## src/rtl/sesr_pkg.sv

```systemverilog
// shared types and constants for the speaker event sample renderer
package sesr_pkg;

    localparam int TIME_W     = 64;
    localparam int AMP_W      = 15;
    localparam int STEP_W     = 16;
    localparam int SAMPLE_W   = 16;
    localparam int CMDQ_DEPTH = 4;
    localparam int CMDQ_PTR_W = $clog2(CMDQ_DEPTH);
    localparam int CMDQ_CNT_W = $clog2(CMDQ_DEPTH + 1);

    localparam int IN_DATA_W  = 8;
    localparam int IN_USER_W  = 2;
    localparam int OUT_DATA_W = 24;

    localparam int PADDR_W    = 3;
    localparam int PDATA_W    = 32;

    typedef enum logic [1:0] {
        FUNC_TICK   = 2'd0,
        FUNC_WRITE  = 2'd1,
        FUNC_RENDER = 2'd2,
        FUNC_UNUSED = 2'd3
    } func_t;

    typedef enum logic [0:0] {
        REG_AMPLITUDE   = 1'b0,
        REG_SAMPLE_STEP = 1'b1
    } reg_idx_t;

    // command passed from front to back
    typedef struct packed {
        logic              is_render;
        logic              level;
        logic [TIME_W-1:0] stamp;
    } cmd_t;

    // one recorded speaker toggle
    typedef struct packed {
        logic              level;
        logic [TIME_W-1:0] stamp;
    } spk_evt_t;

endpackage

```

## src/rtl/sesr_front.sv

```systemverilog
// front end: accepts items, keeps the time counter and writer level, issues commands
module sesr_front
    import sesr_pkg::*;
(
    input  logic                 clk,
    input  logic                 rst_n,
    input  logic                 s_tvalid,
    output logic                 s_tready,
    input  logic [IN_DATA_W-1:0] s_tdata,   // [7:0] port_value
    input  logic [IN_USER_W-1:0] s_tuser,   // [1:0] func
    input  logic                 cmdq_full,
    output logic                 cmd_push,
    output cmd_t                 cmd_out
);

    logic [TIME_W-1:0] time_counter_reg;
    logic [TIME_W-1:0] time_counter_next;
    logic              writer_level_reg;
    logic              writer_level_next;
    logic              accept;
    logic              new_level;
    func_t             func;

    assign s_tready  = !cmdq_full;
    assign accept    = s_tvalid && s_tready;
    assign func      = func_t'(s_tuser);
    assign new_level = |s_tdata[7:6];

    always_comb
    begin
        time_counter_next = time_counter_reg;
        writer_level_next = writer_level_reg;
        cmd_push          = 1'b0;
        cmd_out.is_render = 1'b0;
        cmd_out.level     = new_level;
        cmd_out.stamp     = time_counter_reg;
        if (accept)
        begin
            case (func)
                FUNC_TICK:
                begin
                    time_counter_next = time_counter_reg + TIME_W'(1);
                end
                FUNC_WRITE:
                begin
                    if (new_level != writer_level_reg)
                    begin
                        writer_level_next = new_level;
                        cmd_push          = 1'b1;
                    end
                end
                FUNC_RENDER:
                begin
                    cmd_out.is_render = 1'b1;
                    cmd_push          = 1'b1;
                end
                default:
                begin
                    cmd_push = 1'b0;
                end
            endcase
        end
    end

    always_ff @(posedge clk or negedge rst_n)
    begin
        if (!rst_n)
        begin
            time_counter_reg <= '0;
            writer_level_reg <= 1'b0;
        end
        else
        begin
            time_counter_reg <= time_counter_next;
            writer_level_reg <= writer_level_next;
        end
    end

endmodule

```

## config.mk

```make
export PLATFORM = sky130hd
export DESIGN_NAME = sesr_front
export DESIGN_NICKNAME = d
export VERILOG_FILES = /design/src/rtl/sesr_pkg.sv /design/src/rtl/sesr_front.sv
export SDC_FILE = /design/constraint.sdc
export NUM_CORES = 1
export LEC_CHECK = 0
export ABC_AREA = 1
export BUFFER_PORTS_ARGS = -buffer_cell sky130_fd_sc_hd__buf_2
export CORE_ASPECT_RATIO = 1.1
export CORE_MARGIN = 10
export CORE_UTILIZATION = 45
export DETAILED_ROUTE_END_ITERATION = 6
export GPL_ROUTABILITY_DRIVEN = 1
export PLACE_DENSITY = 0.7
export SYNTH_ARGS = -nofsm -noshare
export SYNTH_HDL_FRONTEND = slang
export SYNTH_SLANG_ARGS = --single-unit
```

## constraint.sdc

```tcl
create_clock -name clk -period 1.8 [get_ports clk]
set_input_delay 0.09 -clock clk [delete_from_list [all_inputs] [get_ports clk]]
set_output_delay 0.09 -clock clk [all_outputs]
set_load 0.005 [all_outputs]
```

**After elaboration in Yosys (flattened, before gate mapping)**

Index checks and enable logic that the tools add are counted.

- Reduce and logical (&&, ||, !) cells: 6
- Equal/unequal tests: 3
- Multiplexer cells: 5
- $add $sub $neg: 1

Operators by type and width:

| cell | count |
|---|---|
| 64-bit by 1-bit adder with 64-bit output (second input constant) | 1 |
| 1-bit 2-to-1 mux | 4 |
| 3-bit AND reduction | 1 |
| 2-bit by 1-bit == test with 1-bit output (second input constant) | 1 |
| 2-bit == test (second input constant) | 1 |
| 2-bit zero test | 1 |
| 1-bit case mux with 2 select lines | 1 |
| 2-bit AND reduction | 1 |
| 2-bit OR reduction | 1 |
| 1-bit logical AND | 1 |
| 1-bit zero test | 1 |
| 1-bit inequality test | 1 |

- Register bits after elaboration: 65
- Logic and storage cells: 17

**Depth between registers and ports, before layout**

Gate-level depths: netlist of run 1.

- Depth in word-level cells: 5
- Mapped depth: 11
- Depth with buffers taken out: 11

**Worst setup path before layout of run 1**

Ideal clock, no wire load.

- Path kind: reg-to-reg
- From: register time_counter_reg[0]
- To: register time_counter_reg[56]
- Cell stages (with the launch flop): 11
- Arrival: 1373 ps
- Path slack: 310 ps
- Period minus slack after synthesis: 1490 ps
- Cells stage by stage: dfrtp_1 > ha_1 > nand3_1 > nor2_4 > nand2_2 > inv_1 > nand2_2 > nor2_2 > nand2_1 > nand2_1 > nand2_1

- Word-level cells in the longest chain between the ends: 1

RTL lines:

| item | RTL line | source |
|---|---|---|
| from (decl) | sesr_front.sv:16 | `logic [TIME_W-1:0] time_counter_reg;` |
| from (signal assigned) | sesr_front.sv:74 | `time_counter_reg <= time_counter_next;` |
| 64-bit by 1-bit adder with 64-bit output | sesr_front.sv:42 | `time_counter_next = time_counter_reg + TIME_W'(1);` |

No other way between the ends.
A chain may end at the register's enable or synchronous reset.

**Final worst setup path of run 1**

- From: register time_counter_reg[0]
- To: register time_counter_reg[46]

Same word-level chain as after synthesis.

==> results of run 1 <==
cell type report:
type | count | area, um^2 | share of cell area [%]
clock buffer | 13 | 169 | 3.45
clock inverter | 2 | 60.1 | 1.23
inverter | 61 | 229 | 4.68
multi-input combinational | 417 | 2120 | 43.4
sequential | 65 | 1630 | 33.2
tap | 111 | 139 | 2.84
timing repair buffer | 96 | 548 | 11.2
report_power, final:
part | internal [mW] | switching (mW) | leakage, nW
combinational | 0.105 | 0.117 | 1.46
sequential | 1.51 | 0.0556 | 0.885
clock | 0.887 | 0.577 | 0.116
metal layers:
metal,global-route usage (%),share of wire [%]
met1,23.8,43
met2,30.4,48
met3,4.60,7.7
met4,6.85,2.0
met5,0,0
cell usage after synthesis (all sizes together):
cell type  count
o21ai         10
nand2        181
inv           61
o21bai         1
buf            1
nand3         34
xor2          20
dfrtp         65
and2           2
nor2         111
ha             4
nor3b          1
xnor2         20
nand4         12
nand3b        11
nor3          10
logic make-up after synthesis:
logic type	Yosys count	share of synthesized area, %
DFF	65	41.5
xor gates and xnor gates	40	8.94
buffers and inverters	62	6.03
and+or+nand+nor	362	40.8
AOI/OAI and AO/OA	11	1.47
adders and majority gates	4	1.28
stage by stage:
step	util [%]	setup TNS, ps	cell area [um^2]
6_report	57.9	0	4890
4_1_cts	56.9	0	4810
2_1_floorplan	-	0	3920
3_3_place_gp	54.0	0	4570
3_5_place_dp	54.0	0	4570
5_1_grt	57.9	-120	4890
worst reg2reg max path, cell delays in order, from the launching register on:
cell and delay, ps:
dfrtp_1 410, ha_2 200, nand3_1 130, nor2_4 180, nand2_2 130, nor2_4 160, nand2_1 170, o21bai_1 200
nand2_1 70, inv_1 50
how the worst max path moves through the flow:
stage,end,cells after the start,from
4_1_cts,time_counter_reg[46]$_DFFE_PN0P_,10,time_counter_reg[0]$_DFFE_PN0P_
5_1_grt,time_counter_reg[46]$_DFFE_PN0P_,9,time_counter_reg[1]$_DFFE_PN0P_
2_1_floorplan,time_counter_reg[56]$_DFFE_PN0P_,10,time_counter_reg[0]$_DFFE_PN0P_
6_report,time_counter_reg[46]$_DFFE_PN0P_,9,time_counter_reg[0]$_DFFE_PN0P_
3_3_place_gp,time_counter_reg[46]$_DFFE_PN0P_,10,time_counter_reg[0]$_DFFE_PN0P_
3_5_place_dp,time_counter_reg[46]$_DFFE_PN0P_,10,time_counter_reg[0]$_DFFE_PN0P_
what timing repair did:
item / CTS / global route
gates resized for setup: 0 / 20
hold buffers: 1 / 0
setup buffers: 0 / 3
endpoints found under the hold margin: 26 / 0
endpoints found under the setup margin: 0 / 23
==> metrics.md, run 1 <==
| Metric | Value |
|---|---|
| Status | `finished, final reports clean` |
| Final Hold Viols | `0` |
| Grt ovf | `0` |
| HP Start | `s_tdata[6]` |
| RSZ-0062 raised after global routing | `yes` |
| WS Path Type | `reg2reg` |
| Hold slack final | `45.2 ps` |
| ANT cells | `0` |
| CP max stage delay | `410 ps` |
| Reg2Reg Launch Point | `time_counter_reg[0]$_DFFE_PN0P_` |
| Largest net degree at the start of global routing | `40` |
| Syn nets | `562` |
| Critical Path Fanout Max | `4` |
| P per Cell Area | `664 nW/um^2` |
| Area contributors post-synth | `dfrtp_1, nand2_1, nor2_1` |
| Area share of the largest cell type after synthesis | `41.5%` |
| RR Endpoint | `time_counter_reg[46]$_DFFE_PN0P_` |
| Row count | `35` |
| Post-Route WL | `12.0 mm` |
| Area Growth Syn to Fin | `24.8%` |
| Layout Nets | `668` |
| DP Cell Count | `746` |
| Hold EP | `writer_level_reg$_DFFE_PN0P_` |
| Static leakage | `2.46 nW` |
| R2r setup slk | `60 ps` |
| Filler cell count | `811` |
| Most frequent cells in the layout | `nand2_1, nor2_1, buf_2, dfrtp_1, inv_1` |
| Peak VDD IR | `0.562 mV` |
| Tcrit/Tclk final | `96.6%` |
| Vias | `3,864` |
| Placer Congestion | `0.942` |
| I/O Buffers | `75` |
| Hold Path Class | `in2reg` |
| CTS clk-pin slew, worst paths | `70 ps` |
| Antenna violations before repair | `0` |
| CTS tree | `yes` |
| Slew HR | `58.9%` |
| Chip Height | `118 um` |
| DP HPWL | `9.63 mm` |
| Crit path cell chain | `ha_2 > nand3_1 > nor2_4 > nand2_2 > nor2_4 > nand2_1 > o21bai_1 > nand2_1 > inv_1` |
| Synth area leader | `dfrtp_1` |
| Ys Warns | `0` |
| R2R cell count | `9` |
| Starting Density | `46.4%` |
| First-pass GRT wire length | `19.3 mm` |
| Crit-path leading delay family | `simple AND/OR/NAND/NOR gates` |
| MaxCap Viol Count | `0` |
| Final std cells w/o fill | `765` |
| Root Driver | `clkbuf_8` |
| DRC violations left | `0` |
| Syn Area/Cell | `7.21 um^2` |
| Max clock buf depth | `2` |
| Synthesized instance count | `544` |
| H-tree depth | `3` |
| Slew Limit Fails | `0` |
| Tmin final | `1740 ps` |
| DRT antenna net count | `0` |
| DRT iter0 DRCs | `286` |
| Clock net sink count | `65` |
| Pre-antenna DRT Iters | `5` |
| Bufs and invs on worst path | `1` |
| Core outline area | `8450 um^2` |
| Gr usage total | `18.9%` |
| IO Count | `82` |
| Vias in the first global route | `3,800` |
| Worst setup margin | `61.9 ps` |
| CP required | `2100 ps` |
| Layout cell share with drive strength beyond 1 | `22.6%` |
| Max FFs per register | `64` |
| Post-synthesis instance area | `3920 um^2` |
| Worst hold stages | `3` |
| CP endpoint kind | `flip-flop` |
| Slew @ Worst Pin | `616 ps` |
| Wirelength per Cell | `15.6 um` |
| Cell at the slowest stage of the critical path | `dfrtp_1` |
| Chip Width | `109 um` |
| Synth Register Bits | `65` |
| Final Power | `3.25 mW` |
| TritonCTS Buffers | `9` |
| Clk_skew | `6.49 ps` |
| Area of the die | `12,800 um^2` |
| Startpoint Class | `flip-flop` |
| Sequential share of the synthesized area | `41.5%` |
| Commonest non-fill, non-tap cell in the layout | `nand2_1` |
| Fmax | `575 MHz` |
| Yosys cell types | `24` |
| Clk_lat worst skew | `360 ps` |
| Critical Path AT | `2040 ps` |
| Setup violators final | `0` |
| Post-Place Setup Slack | `25.7 ps` |
| Via density | `5.05` |
Note: power is estimated with default switching activity, not from simulation.
==> run 2: changes to the inputs <==
--- a/config.mk
+++ b/config.mk
@@ -12,7 +12,7 @@
 export CORE_UTILIZATION = 45
 export DETAILED_ROUTE_END_ITERATION = 6
 export GPL_ROUTABILITY_DRIVEN = 1
-export PLACE_DENSITY = 0.7
+export PLACE_DENSITY = 0.69
 export SYNTH_ARGS = -nofsm -noshare
 export SYNTH_HDL_FRONTEND = slang
 export SYNTH_SLANG_ARGS = --single-unit
==> metrics.md, run 2 (same netlist as run 1, synthesis figures left out) <==
| Metric | Value |
|---|---|
| Status | `finished, final reports clean` |
| Gr usage total | `18.9% (-0.058 points)` |
| Area of the die | `12,800 um^2 (unchanged)` |
| Peak VDD IR | `0.515 mV (-8.4%)` |
| WS Path Type | `reg2reg` |
| Worst hold stages | `3 (unchanged)` |
| P per Cell Area | `612 nW/um^2 (-7.8%)` |
| Largest net degree at the start of global routing | `66 (+65%)` |
| Chip Height | `118 um (unchanged)` |
| DRC violations left | `0 (unchanged)` |
| Starting Density | `46.4% (unchanged)` |
| Startpoint Class | `flip-flop` |
| Setup violators final | `0 (unchanged)` |
| Core outline area | `8450 um^2 (unchanged)` |
| Worst setup margin | `102 ps (+39.7 ps)` |
| ANT cells | `0 (unchanged)` |
| Critical Path Fanout Max | `4 (unchanged)` |
| CP required | `2060 ps (-40 ps)` |
| Row count | `35 (unchanged)` |
| Clk_lat worst skew | `360 ps (about the same)` |
| DRT iter0 DRCs | `179 (-37%)` |
| Post-Route WL | `11.8 mm (-0.98%)` |
| Tmin final | `1700 ps (-39.7 ps)` |
| First-pass GRT wire length | `19.4 mm (+0.47%)` |
| R2R cell count | `9 (unchanged)` |
| DP Cell Count | `745 (-0.13%)` |
| Commonest non-fill, non-tap cell in the layout | `nand2_1` |
| R2r setup slk | `100 ps (+40 ps)` |
| RSZ-0062 raised after global routing | `yes` |
| Wirelength per Cell | `15.5 um (-0.98%)` |
| Antenna violations before repair | `0 (unchanged)` |
| Layout Nets | `667 (-0.15%)` |
| Max FFs per register | `64 (unchanged)` |
| Slew Limit Fails | `0 (unchanged)` |
| Placer Congestion | `0.946 (+0.48%)` |
| Reg2Reg Launch Point | `time_counter_reg[12]$_DFFE_PN0P_` |
| RR Endpoint | `time_counter_reg[63]$_DFFE_PN0P_` |
| Final std cells w/o fill | `765 (unchanged)` |
| Root Driver | `clkbuf_8` |
| Fmax | `589 MHz (+2.3%)` |
| DP HPWL | `9.44 mm (-2.0%)` |
| Area Growth Syn to Fin | `24.1%` |
| Slew HR | `74.2% (+15 points)` |
| Slew @ Worst Pin | `384 ps (-232 ps)` |
| Final setup TNS | `0 ps (unchanged)` |
| MaxCap Viol Count | `0 (unchanged)` |
| Layout cell share with drive strength beyond 1 | `22.9% (+0.31 points)` |
| Hold slack final | `49.1 ps (+3.86 ps)` |
| TritonCTS Buffers | `9 (unchanged)` |
| Clock net sink count | `65 (unchanged)` |
| CTS clk-pin slew, worst paths | `80 ps (about the same)` |
| Final Hold Viols | `0 (unchanged)` |
| Post-Place Setup Slack | `48.3 ps (+22.6 ps)` |
| Chip Width | `109 um (unchanged)` |
| Hold Path Class | `in2reg` |
| DRT antenna net count | `0 (unchanged)` |
| I/O Buffers | `75 (unchanged)` |
| Pre-antenna DRT Iters | `5 (unchanged)` |
| Vias in the first global route | `3,943 (+3.8%)` |
| Vias | `3,912 (+1.2%)` |
| Static leakage | `2.44 nW (-0.77%)` |
| Tcrit/Tclk final | `94.4% (-2.2 points)` |
| Grt ovf | `0 (unchanged)` |
| CP endpoint kind | `flip-flop` |
| Most frequent cells in the layout | `nand2_1, nor2_1, buf_2, dfrtp_1, inv_1` |
| Clk_skew | `12.0 ps (+5.49 ps)` |
| H-tree depth | `3 (unchanged)` |
| Hold EP | `writer_level_reg$_DFFE_PN0P_` |
| Critical Path AT | `1960 ps (-80 ps)` |
| HP Start | `s_tdata[6]` |
| Final Core Density | `57.6% (-0.34 points)` |
| Via density | `5.11 (+1.2%)` |
| IO Count | `82 (unchanged)` |
| CTS tree | `yes` |
| Max clock buf depth | `2 (unchanged)` |
run 2: worst max path at each step:
stage,from,end,depth (start not counted)
final,time_counter_reg[12]$_DFFE_PN0P_,time_counter_reg[63]$_DFFE_PN0P_,9
after global routing,time_counter_reg[1]$_DFFE_PN0P_,time_counter_reg[56]$_DFFE_PN0P_,10
after CTS,time_counter_reg[0]$_DFFE_PN0P_,time_counter_reg[48]$_DFFE_PN0P_,7
after detailed placement,time_counter_reg[0]$_DFFE_PN0P_,time_counter_reg[46]$_DFFE_PN0P_,10
after global placement,time_counter_reg[0]$_DFFE_PN0P_,time_counter_reg[36]$_DFFE_PN0P_,7
after floorplan,time_counter_reg[0]$_DFFE_PN0P_,time_counter_reg[56]$_DFFE_PN0P_,10
run 2: what timing repair did:
item,in CTS,in global routing
setup buffers,0,3
gates resized for setup,0,23
setup endpoints to repair,0,26
hold buffers,1,0
endpoints found under the hold margin,65,0
run 2: worst max-delay path: stages (launching register included):
cell,delay [ps]
dfrtp_1,410
nand2_1,150
nor2_2,230
nand2_1,140
nor2_1,270
nand2_1,90
nor2_1,150
nand2_1,70
nand2_1,60
nand2_1,40
run 2: per-layer routing:
metal	GRT usage, %	vias to the layer above	share of wire (%)
li1	-	1902	-
met4	6.77	0	2.4
met5	0	-	0
met1	23.4	1837	42
met2	30.8	145	48
met3	4.49	28	7.9
run 2: area by class of cell:
class                   instances  area (um^2)
multi-input cells             417         2140
clock inverters                 5         38.8
inverters                      61          229
well taps                     111          139
repair buffers                 95          541
clock buffers                  11          151
fillers                       811         3590
flip-flops and latches         65         1630
run 2: where the power goes:
part	internal [mW]	leakage (nW)	total [mW]	switching, mW
sequential	1.51	0.884	1.57	0.0577
combinational	0.100	1.47	0.208	0.107
clock	0.579	0.0842	1.20	0.625
total	2.19	2.44	2.98	0.790
run 2: through the flow:
| step | cell area (um^2) | power [mW] |
|---|---|---|
| floorplan | 3920 | 1.66 |
| global placement | 4560 | 1.77 |
| detailed placement | 4560 | 1.78 |
| CTS | 4760 | 2.98 |
| global route | 4860 | 3.11 |
| finish | 4860 | 2.98 |
