`src/rtl/sesr_pkg.sv`:
```
// shared types and constants for the speaker event sample renderer
package sesr_pkg;

    localparam int TIME_W     = 64;
    localparam int AMP_W      = 15;
    localparam int STEP_W     = 16;
    localparam int SAMPLE_W   = 16;
    localparam int CMDQ_DEPTH = 4;
    localparam int CMDQ_PTR_W = $clog2(CMDQ_DEPTH);
    localparam int CMDQ_CNT_W = $clog2(CMDQ_DEPTH + 1);

    localparam int IN_DATA_W  = 8;
    localparam int IN_USER_W  = 2;
    localparam int OUT_DATA_W = 24;

    localparam int PADDR_W    = 3;
    localparam int PDATA_W    = 32;

    typedef enum logic [1:0] {
        FUNC_TICK   = 2'd0,
        FUNC_WRITE  = 2'd1,
        FUNC_RENDER = 2'd2,
        FUNC_UNUSED = 2'd3
    } func_t;

    typedef enum logic [0:0] {
        REG_AMPLITUDE   = 1'b0,
        REG_SAMPLE_STEP = 1'b1
    } reg_idx_t;

    // command passed from front to back
    typedef struct packed {
        logic              is_render;
        logic              level;
        logic [TIME_W-1:0] stamp;
    } cmd_t;

    // one recorded speaker toggle
    typedef struct packed {
        logic              level;
        logic [TIME_W-1:0] stamp;
    } spk_evt_t;

endpackage

```
`src/rtl/sesr_cmdq.sv`:
```
// short command queue between front and back
module sesr_cmdq
    import sesr_pkg::*;
(
    input  logic clk,
    input  logic rst_n,
    input  logic push,
    input  cmd_t push_cmd,
    output logic full,
    output logic head_valid,
    output cmd_t head_cmd,
    input  logic pop
);

    cmd_t                  slots [CMDQ_DEPTH];
    logic [CMDQ_PTR_W-1:0] head_reg;
    logic [CMDQ_PTR_W-1:0] head_next;
    logic [CMDQ_PTR_W-1:0] tail_reg;
    logic [CMDQ_PTR_W-1:0] tail_next;
    logic [CMDQ_CNT_W-1:0] count_reg;
    logic [CMDQ_CNT_W-1:0] count_next;
    logic                  do_push;
    logic                  do_pop;

    assign full       = (count_reg == CMDQ_CNT_W'(CMDQ_DEPTH));
    assign head_valid = (count_reg != '0);
    assign head_cmd   = slots[head_reg];
    assign do_push    = push && !full;
    assign do_pop     = pop && head_valid;

    always_comb
    begin
        head_next  = head_reg;
        tail_next  = tail_reg;
        count_next = count_reg;
        if (do_push)
        begin
            tail_next = (tail_reg == CMDQ_PTR_W'(CMDQ_DEPTH - 1)) ? '0
                                                                  : tail_reg + CMDQ_PTR_W'(1);
        end
        if (do_pop)
        begin
            head_next = (head_reg == CMDQ_PTR_W'(CMDQ_DEPTH - 1)) ? '0
                                                                  : head_reg + CMDQ_PTR_W'(1);
        end
        if (do_push && !do_pop)
        begin
            count_next = count_reg + CMDQ_CNT_W'(1);
        end
        else if (do_pop && !do_push)
        begin
            count_next = count_reg - CMDQ_CNT_W'(1);
        end
    end

    always_ff @(posedge clk or negedge rst_n)
    begin
        if (!rst_n)
        begin
            head_reg  <= '0;
            tail_reg  <= '0;
            count_reg <= '0;
        end
        else
        begin
            head_reg  <= head_next;
            tail_reg  <= tail_next;
            count_reg <= count_next;
        end
    end

    always_ff @(posedge clk)
    begin
        if (do_push)
        begin
            slots[tail_reg] <= push_cmd;
        end
    end

    a_count_bound: assert property (@(posedge clk) disable iff (!rst_n)
        count_reg <= CMDQ_CNT_W'(CMDQ_DEPTH))
        else $error("command queue count out of range");

    a_count_track: assert property (@(posedge clk) disable iff (!rst_n)
        (do_push && !do_pop) |=> count_reg == $past(count_reg) + CMDQ_CNT_W'(1))
        else $error("command queue count missed a push");

    a_ptr_match: assert property (@(posedge clk) disable iff (!rst_n)
        (count_reg == '0) |-> head_reg == tail_reg)
        else $error("command queue pointers disagree when empty");

endmodule

```
`config.mk`:
```
export PLATFORM = sky130hd
export DESIGN_NAME = sesr_cmdq
export DESIGN_NICKNAME = d
export VERILOG_FILES = /design/src/rtl/sesr_pkg.sv /design/src/rtl/sesr_cmdq.sv
export SDC_FILE = /design/constraint.sdc
export NUM_CORES = 1
export LEC_CHECK = 0
export BUFFER_PORTS_ARGS = -buffer_cell sky130_fd_sc_hd__buf_2
export CAP_MARGIN = 5
export CORE_ASPECT_RATIO = 1.4
export CORE_MARGIN = 4
export CORE_UTILIZATION = 45
export CTS_BUF_LIST = sky130_fd_sc_hd__clkbuf_2
export DETAILED_ROUTE_END_ITERATION = 8
export GPL_ROUTABILITY_DRIVEN = 0
export PLACE_DENSITY = 0.74
export SYNTH_ARGS = -nofsm -noshare
export SYNTH_HDL_FRONTEND = slang
export SYNTH_SLANG_ARGS = --single-unit
```
`constraint.sdc`:
```
create_clock -name clk -period 2.65 [get_ports clk]
set_input_delay 0.265 -clock clk [delete_from_list [all_inputs] [get_ports clk]]
set_output_delay 0.265 -clock clk [all_outputs]
set_load 0.05 [all_outputs]
```
* After elaboration in Yosys (flattened, before gate mapping)
Memory sizes are Yosys's and may differ from the RTL's.
Cells that the tools add are included.
** Word-level totals
- Memories :: 1
- Register bits after elaboration :: 7
- Word-level logic and storage cells :: 26
- Output and inout bits :: 68
- Input port bits :: 70
- RAM bits :: 264
** Memories
- slots :: words 4, bits a word 66, rd ports 1, clocked after memory_dff 0, write ports 1, RTL line sesr_cmdq.sv:15 : cmd_t slots [CMDQ_DEPTH];
** Cells by class
- Add/subtract/negate cells :: 4
- Reduce and logical (&&, ||, !) cells :: 9
- Mux-type cells :: 6
- Eq/ne operators :: 3
** Operators with widths (count)
- two-way mux 3 bit :: 2
- adder 2 x 1 -> 2 bit (second input constant) :: 2
- equality test 2 bit (second input constant) :: 2
- logical AND 1 bit :: 4
- two-way mux 2 bit :: 2
- adder 3 x 1 -> 3 bit (second input constant) :: 1
- equality test 3 bit (second input constant) :: 1
- zero test 1 bit :: 3
- nonzero test 3 bit :: 1
- subtractor 3 x 1 -> 3 bit (second input constant) :: 1
- two-way mux 1 bit :: 2
- nonzero test 2 bit :: 1

* Longest topological paths before layout
Gate-level depths: netlist of the first run.
- Depth in word-level cells :: 7
- Gate-level depth with buffers :: 9
- Depth with buffers taken out :: 8

* Worst setup path before layout of the first run
OpenSTA, ideal clock, no wires.
- Path type :: reg-to-reg
- Start point :: reg count_reg[0]
- End point :: mem slots[0][0] (netlist bit), enable pin
- Arrival time :: 2.791 ns
- Data required time :: 2.095 ns
- Buffers on the path :: 1
- Period minus slack after synthesis :: 3.345 ns
- Path slack :: -0.695 ns
- Stages on the path, launching flop included :: 5
- Setup time :: 0.555 ns
- Cell sequence :: dfrtp_1 nor3b_1 nor2b_1 buf_2 and2_1
** Between the ends
- Longest elaborated chain between the ends :: 5
** RTL lines
- start: declaration :: RTL line sesr_cmdq.sv:20 : logic [CMDQ_CNT_W-1:0] count_reg;
- start signal: assignment :: RTL line sesr_cmdq.sv:68 : count_reg <= count_next;
- equality test 3 bit :: RTL line sesr_cmdq.sv:25 : assign full = (count_reg == CMDQ_CNT_W'(CMDQ_DEPTH));
- named net full :: RTL line sesr_cmdq.sv:9 : output logic full,
- zero test 1 bit :: RTL line sesr_cmdq.sv:28 : assign do_push = push && !full;
- logical AND 1 bit :: RTL line sesr_cmdq.sv:28
- named net do_push :: RTL line sesr_cmdq.sv:22 : logic do_push;
- two-way mux 1 bit :: RTL line sesr_cmdq.sv:74 : if (do_push)
- two-way mux 1 bit (not written as such) :: RTL line sesr_cmdq.sv:76 : slots[tail_reg] <= push_cmd;
- end: declaration :: RTL line sesr_cmdq.sv:15
The timed path passes the listed nets, and every way through them passes these cells.

==> impl_results.md, run 1 <==
- Synth Area in Simple Gates: 0.602%
- CP max FO: 12
- H-tree depth: 2
- Fraction of registers with async set/reset: 2.58%
- Tmin final: 2.59 ns
- Synth cell types: 21
- TritonCTS clock tree: done
- Vias in the first global route: 5605
- Largest family of logic cells by synthesized area: multiplexers
- Status: completed
- Worst-margin pin slew: 0.420 ns
- I/O pins: 138
- Synth Area in Compound Gates: 0%
- DRT Pass-1 Iters: 4
- Max_cap viols: 0
- Longest Clk Path Bufs: 3
- Overflow after GRT: 0
- Hold_ws: 0.181 ns
- Vias: 5019
- HPWL after DPL: 11.9 mm
- WL/cell: 21.2 µm
- Layout cells sized above 1: 47.0%
- Clk slew on worst S/H paths: 0.10 ns
- Top_reg_cell synth: edfxtp_1
- Height of the chip: 184 µm
- Seq cells post-synth: 271
- Initial core utilization: 45.7%
- ANT nets after route: 0
- Mux contribution to synthesized area: 15.5%
- Vias per cell: 5.04
- CTS buffer count: 58
- Largest net degree at the start of global routing: 69
- Synthesis warning total: 0
- Max reg flops: 264
- Worst setup SP type: flip-flop
- CP max-delay cell: mux4_2
- Seq/Total Area, Yosys: 81.2%
- PwrDens: 1230 mW/mm²
- Area delta synth->final: 29.9%
- Global-route wire length before repair: 31.5 mm
- Pleak: 4.62 nW
- 1st-iter DRT viols: 190
- Drc violations: 0
- Mapped Nets: 459
- # setup viols final: 0
- Fin cells: 996
- Core ar.: 0.0219 mm²
- Post-Syn Area: 0.00998 mm²
- Root buf cell: clkbuf_2
- WS Path Type: reg -> out
- Die width: 134 µm
- Adder and majority cell fraction of the synthesized area: 0.953%
- Hold crit path type: in -> reg
- CP Cell Sequence: buf_12 -> buf_16 -> mux4_2 -> buf_6
- Final hold viol count: 0
- Fin nets: 739
- Clock skew: 0.0359 ns
- CP Data Arrival Time: 2.32 ns
- Clock Sinks: 271
- Worst EP required: 2.38 ns
- Final Max Tran Viols: 0
- Syn Inst Count: 382
- Worst VDD drop: 0.766 mV
- Syn Area/Cell: 26.1 µm²
- CP endpoint kind: primary output
- Dpl cells: 815
- Initial antenna violation count: 4
- FP Rows: 64
- Final worst path period share: 97.7%
- XOR/XNOR Fraction of Synth Area: 0.263%
- Clk_lat worst skew: 0.84 ns
- DRT Wirelength: 21.2 mm
- Post-synth EDFFs: 264
- GRT Total Usage: 16.9%
- Max Freq: 0.386 GHz
- Count of input and output buffers: 137
- Unrepaired setup endpoints after global routing: yes
- Overall Power: 15.9 mW
- Die area: 0.0247 mm²
- Max_slew headroom: 72.0%
- Worst path max stage delay: 0.55 ns
-- repair_timing --
| item | CTS | global route |
|---|---|---|
| gates cloned | 3 | 5 |
| hold buffers | 70 | 0 |
| endpoints found under the setup margin | 66 | 66 |
| gates resized for setup | 116 | 28 |
| buffers inserted | 1 | 5 |
| hold endpoints to repair | 277 | 0 |
-- final timing paths --
check	from	to	slack, ns	cells after the start
worst min register to register	count_reg[2]	count_reg[2]	0.52	1
worst min-delay path	push_cmd[9]	slots[3][9]	0.18	2
worst max register to register	count_reg[0]	count_reg[2]	0.40	8
max in group asynchronous	rst_n	head_reg[0]	1.99	3
worst max-delay path	head_reg[0]	head_cmd[10]	0.06	4
min in group asynchronous	rst_n	tail_reg[0]	0.39	3
-- Yosys cell counts, drive strengths merged, types with 2 or more instances --
cell type,instances,area (µm²)
inv,3,11.3
nor2,3,11.3
mux4,66,1490
edfxtp,264,7930
mux2,5,63.8
dfrtp,7,175
xor2,2,17.5
ha,6,75.1
and2,4,25.0
buf,16,138
-- power by group --
group	internal, mW	total, mW	leakage [nW]	switching (mW)
Clock	0.807	2.26	0.362	1.45
Combinational	3.16	7.75	1.76	4.59
Sequential	5.65	5.89	2.50	0.236
Total	9.62	15.9	4.62	6.28
-- per-stage QoR --
| stage | setup TNS, ns | util (%) | setup slack, ns | cell area, µm² |
|---|---|---|---|---|
| global route | -5.14 | 59.3 | -0.117 | 13000 |
| detailed placement | 0 | 50.8 | 0.429 | 11100 |
| CTS | -3.06 | 58.2 | -0.100 | 12700 |
| floorplan | 0 | - | 0.197 | 9990 |
| finish | 0 | 59.3 | 0.0613 | 13000 |
| global placement | 0 | 50.8 | 0.570 | 11100 |
-- placed cells by master, fill, tap and decap left out --
cell type / Yosys / routed
inv_1: 3 / 3
mux2_2: 3 / 3
and2_4: 0 / 4
clkbuf_2: 0 / 81
nor2_1: 3 / 3
fa_1: 1 / 1
buf_2: 5 / 71
nor3b_2: 0 / 1
buf_4: 4 / 11
ha_1: 6 / 6
edfxtp_1: 264 / 264
nand2_1: 1 / 1
dlygate4sd3_1: 0 / 70
diode_2: 0 / 3
buf_12: 3 / 7
clkinv_2: 0 / 1
or3_1: 1 / 1
buf_16: 0 / 5
dfrtp_1: 7 / 5
xor2_1: 2 / 2
mux4_2: 66 / 66
nor2b_1: 1 / 1
clkinv_1: 0 / 11
clkbuf_16: 0 / 3
buf_6: 1 / 69
inv_2: 0 / 1
dfrtp_4: 0 / 2
xnor2_1: 1 / 1
mux2_4: 2 / 2
-- area by class of cell --
class                   instances  area [µm²]
clock inverters                13        50.0
well taps                     297         372
inverters                       3        11.3
diodes                          3        7.51
flip-flops and latches        271        8110
repair buffers                236        2270
fillers                      1578        8890
multi-input cells              92        1750
clock buffers                  81         405
-- per-layer routing --
layer | part of all wire [%] | up-vias | GRT usage, %
li1 | - | 2241 | -
met1 | 35 | 2564 | 18.9
met2 | 57 | 172 | 31.6
met3 | 5.6 | 40 | 4.04
met4 | 2.2 | 2 | 5.97
met5 | 0.033 | - | 0
-- worst max-delay path, delay by kind of cell (launching register included) --
| family | cells | cell delay [ns] |
|---|---|---|
| multiplexers | 1 | 0.55 |
| flip-flops | 1 | 0.48 |
| buffers and inverters | 3 | 0.46 |
-- cells by family after synthesis --
kind of cell  after synthesis
xor+xnor                    3
buf+inv                    19
flops                     271
mux                        71
fa+ha+maj                   7
simple gates               11
No activity file was read; power rests on OpenSTA's default activity.
==> inputs of run 2 (changes only) <==
Settings changed: CORE_UTILIZATION 45 to 53, PLACE_DENSITY 0.74 to 0.84.
==> run 2 against run 1 <==
Against the previous run: cell area is 0.30% lower; wire length is 3.2% lower; register-to-register slack better by 0.05 ns; fmax is 0.36% higher; critical path depth stayed put; largest cell class unchanged; core utilization is 10 points higher.
==> impl_results.md, run 2 (synthesis gave the netlist of run 1 again) <==
- Worst VDD drop: 0.932 mV
- Fin nets: 741
- CP max FO: 5
- Pleak: 4.65 nW
- Net Sw Frac: 39.0%
- Worst EP required: 2.38 ns
- Final Max Tran Viols: 0
- Initial core utilization: 53.9%
- I/O pins: 138
- Clock skew: 0.0300 ns
- HPWL after DPL: 12.1 mm
- CP Cell Sequence: buf_12 -> clkbuf_16 -> mux4_2 -> buf_6
- Die width: 124 µm
- Vias in the first global route: 5501
- Logic gate share of total power: 46.5%
- Longest Clk Path Bufs: 3
- Hold crit path type: in -> reg
- CTS buffer count: 57
- Vias: 5001
- Max reg flops: 264
- CP endpoint kind: primary output
- DRT Pass-1 Iters: 4
- PwrDens: 1240 mW/mm²
- M3 GR Usage: 3.79%
- Setup ws final: 0.0705 ns
- Max_slew headroom: 67.7%
- Met2 Use GR: 34.1%
- Initial antenna violation count: 2
- Finished Cell Area: 0.0129 mm²
- TritonCTS clock tree: done
- Power share of the clock group: 16.3%
- P_int: 9.74 mW
- Clk_lat worst skew: 0.81 ns
- CP max-delay cell: mux4_2
- Unrepaired setup endpoints after global routing: yes
- Tmin final: 2.58 ns
- Global-route wire length before repair: 30.3 mm
- Area delta synth->final: 29.5%
- Fin cells: 956
- # setup viols final: 0
- Core ar.: 0.0185 mm²
- WS Path Type: reg -> out
- Clk slew on worst S/H paths: 0.11 ns
- Worst setup SP type: flip-flop
- NetSw: 6.24 mW
- DRT Wirelength: 20.5 mm
- Final hold viol count: 0
- Max_cap viols: 0
- Largest net degree at the start of global routing: 32
- Area post-placement: 0.0111 mm²
- Status: completed
- Flop pwr share: 37.1%
- Commonest non-fill, non-tap cell in the layout: edfxtp_1
- H-tree depth: 2
- Final worst path period share: 97.3%
- Dpl cells: 764
- CP Data Arrival Time: 2.31 ns
- Busiest grt layer: met2
- Overflow after GRT: 0
- Dpl ws: 0.470 ns
- Clock Sinks: 271
- Layout cells sized above 1: 46.9%
- Worst path max stage delay: 0.54 ns
- Height of the chip: 170 µm
- WL/cell: 21.4 µm
- Max Freq: 0.388 GHz
- Vias per cell: 5.23
- Met1 GRT Util: 23.5%
- GRT Total Usage: 19.3%
- ANT nets after route: 0
- Overall Power: 16.0 mW
- Worst-margin pin slew: 0.485 ns
- Count of input and output buffers: 137
- 1st-iter DRT viols: 285
- Drc violations: 0
- Die area: 0.0211 mm²
- Most frequent cells in the layout: 264 x edfxtp_1, 83 x buf_2, 81 x clkbuf_2
- Root buf cell: clkbuf_2
- FP Rows: 59
run 2: cell types whose count changed in the layout (fill, tap and decap cells not counted), sizes merged:
cell and change:
buf +1, bufinv +3, clkbuf +2, clkinv +8
clkinvlp +1, diode -1, inv -1
run 2: worst paths after layout:
path,from,to,slack [ns],cells after the start
max,head_reg[0],head_cmd[8],0.07,4
max in group asynchronous,rst_n,head_reg[1],1.90,3
min in group asynchronous,rst_n,tail_reg[0],0.46,3
min reg2reg,count_reg[2],count_reg[2],0.52,1
max reg2reg,count_reg[0],count_reg[2],0.45,8
min,push_cmd[47],slots[2][47],0.21,2
run 2: final cells by class:
class                           count  area [µm²]
Fill cell                        1103        5600
Tap cell                          244         305
Multi-Input combinational cell     92        1750
Timing Repair Buffer              239        2170
Inverter                            3        11.3
Clock buffer                       81         405
Sequential cell                   271        8110
Clock inverter                     24         174
Antenna cell                        2        5.00
run 2: per-layer routing:
metal  part of all wire (%)  up-vias
met5                      0        -
li1                       -     2242
met2                     57      163
met3                    4.3       25
met4                    1.9        0
met1                     37     2571
run 2: through the flow:
stage	util, %	hold WS [ns]	TNS [ns]
3_5_place_dp	59.7	0.113	0
2_1_floorplan	-	-0.0306	0
3_3_place_gp	59.7	0.110	0
6_report	69.8	0.207	0
4_1_cts	68.0	0.113	-0.629
5_1_grt	69.8	0.118	-0.616
run 2: power by group through the flow:
| stage | Combinational (mW) | Clock (mW) | Sequential [mW] |
|---|---|---|---|
| global route | 7.77 | 2.94 | 5.99 |
| floorplan | 4.83 | 0 | 5.90 |
| finish | 7.44 | 2.61 | 5.93 |
| global placement | 5.89 | 0 | 6.13 |
| detailed placement | 5.97 | 0 | 6.21 |
| CTS | 6.85 | 2.67 | 5.95 |
run 2: repair_timing:
item                                    4_1_cts  5_1_grt
hold buffers                                 70        0
setup buffers                                 6        3
endpoints found under the setup margin       66       63
gates resized for setup                      63       67
gates cloned                                  0        6
hold endpoints to repair                    276        0
run 2: critical path, delay by kind of cell (launching register included):
| family | cells | cell delay [ns] |
|---|---|---|
| buf+inv | 3 | 0.50 |
| flops | 1 | 0.48 |
| mux | 1 | 0.54 |
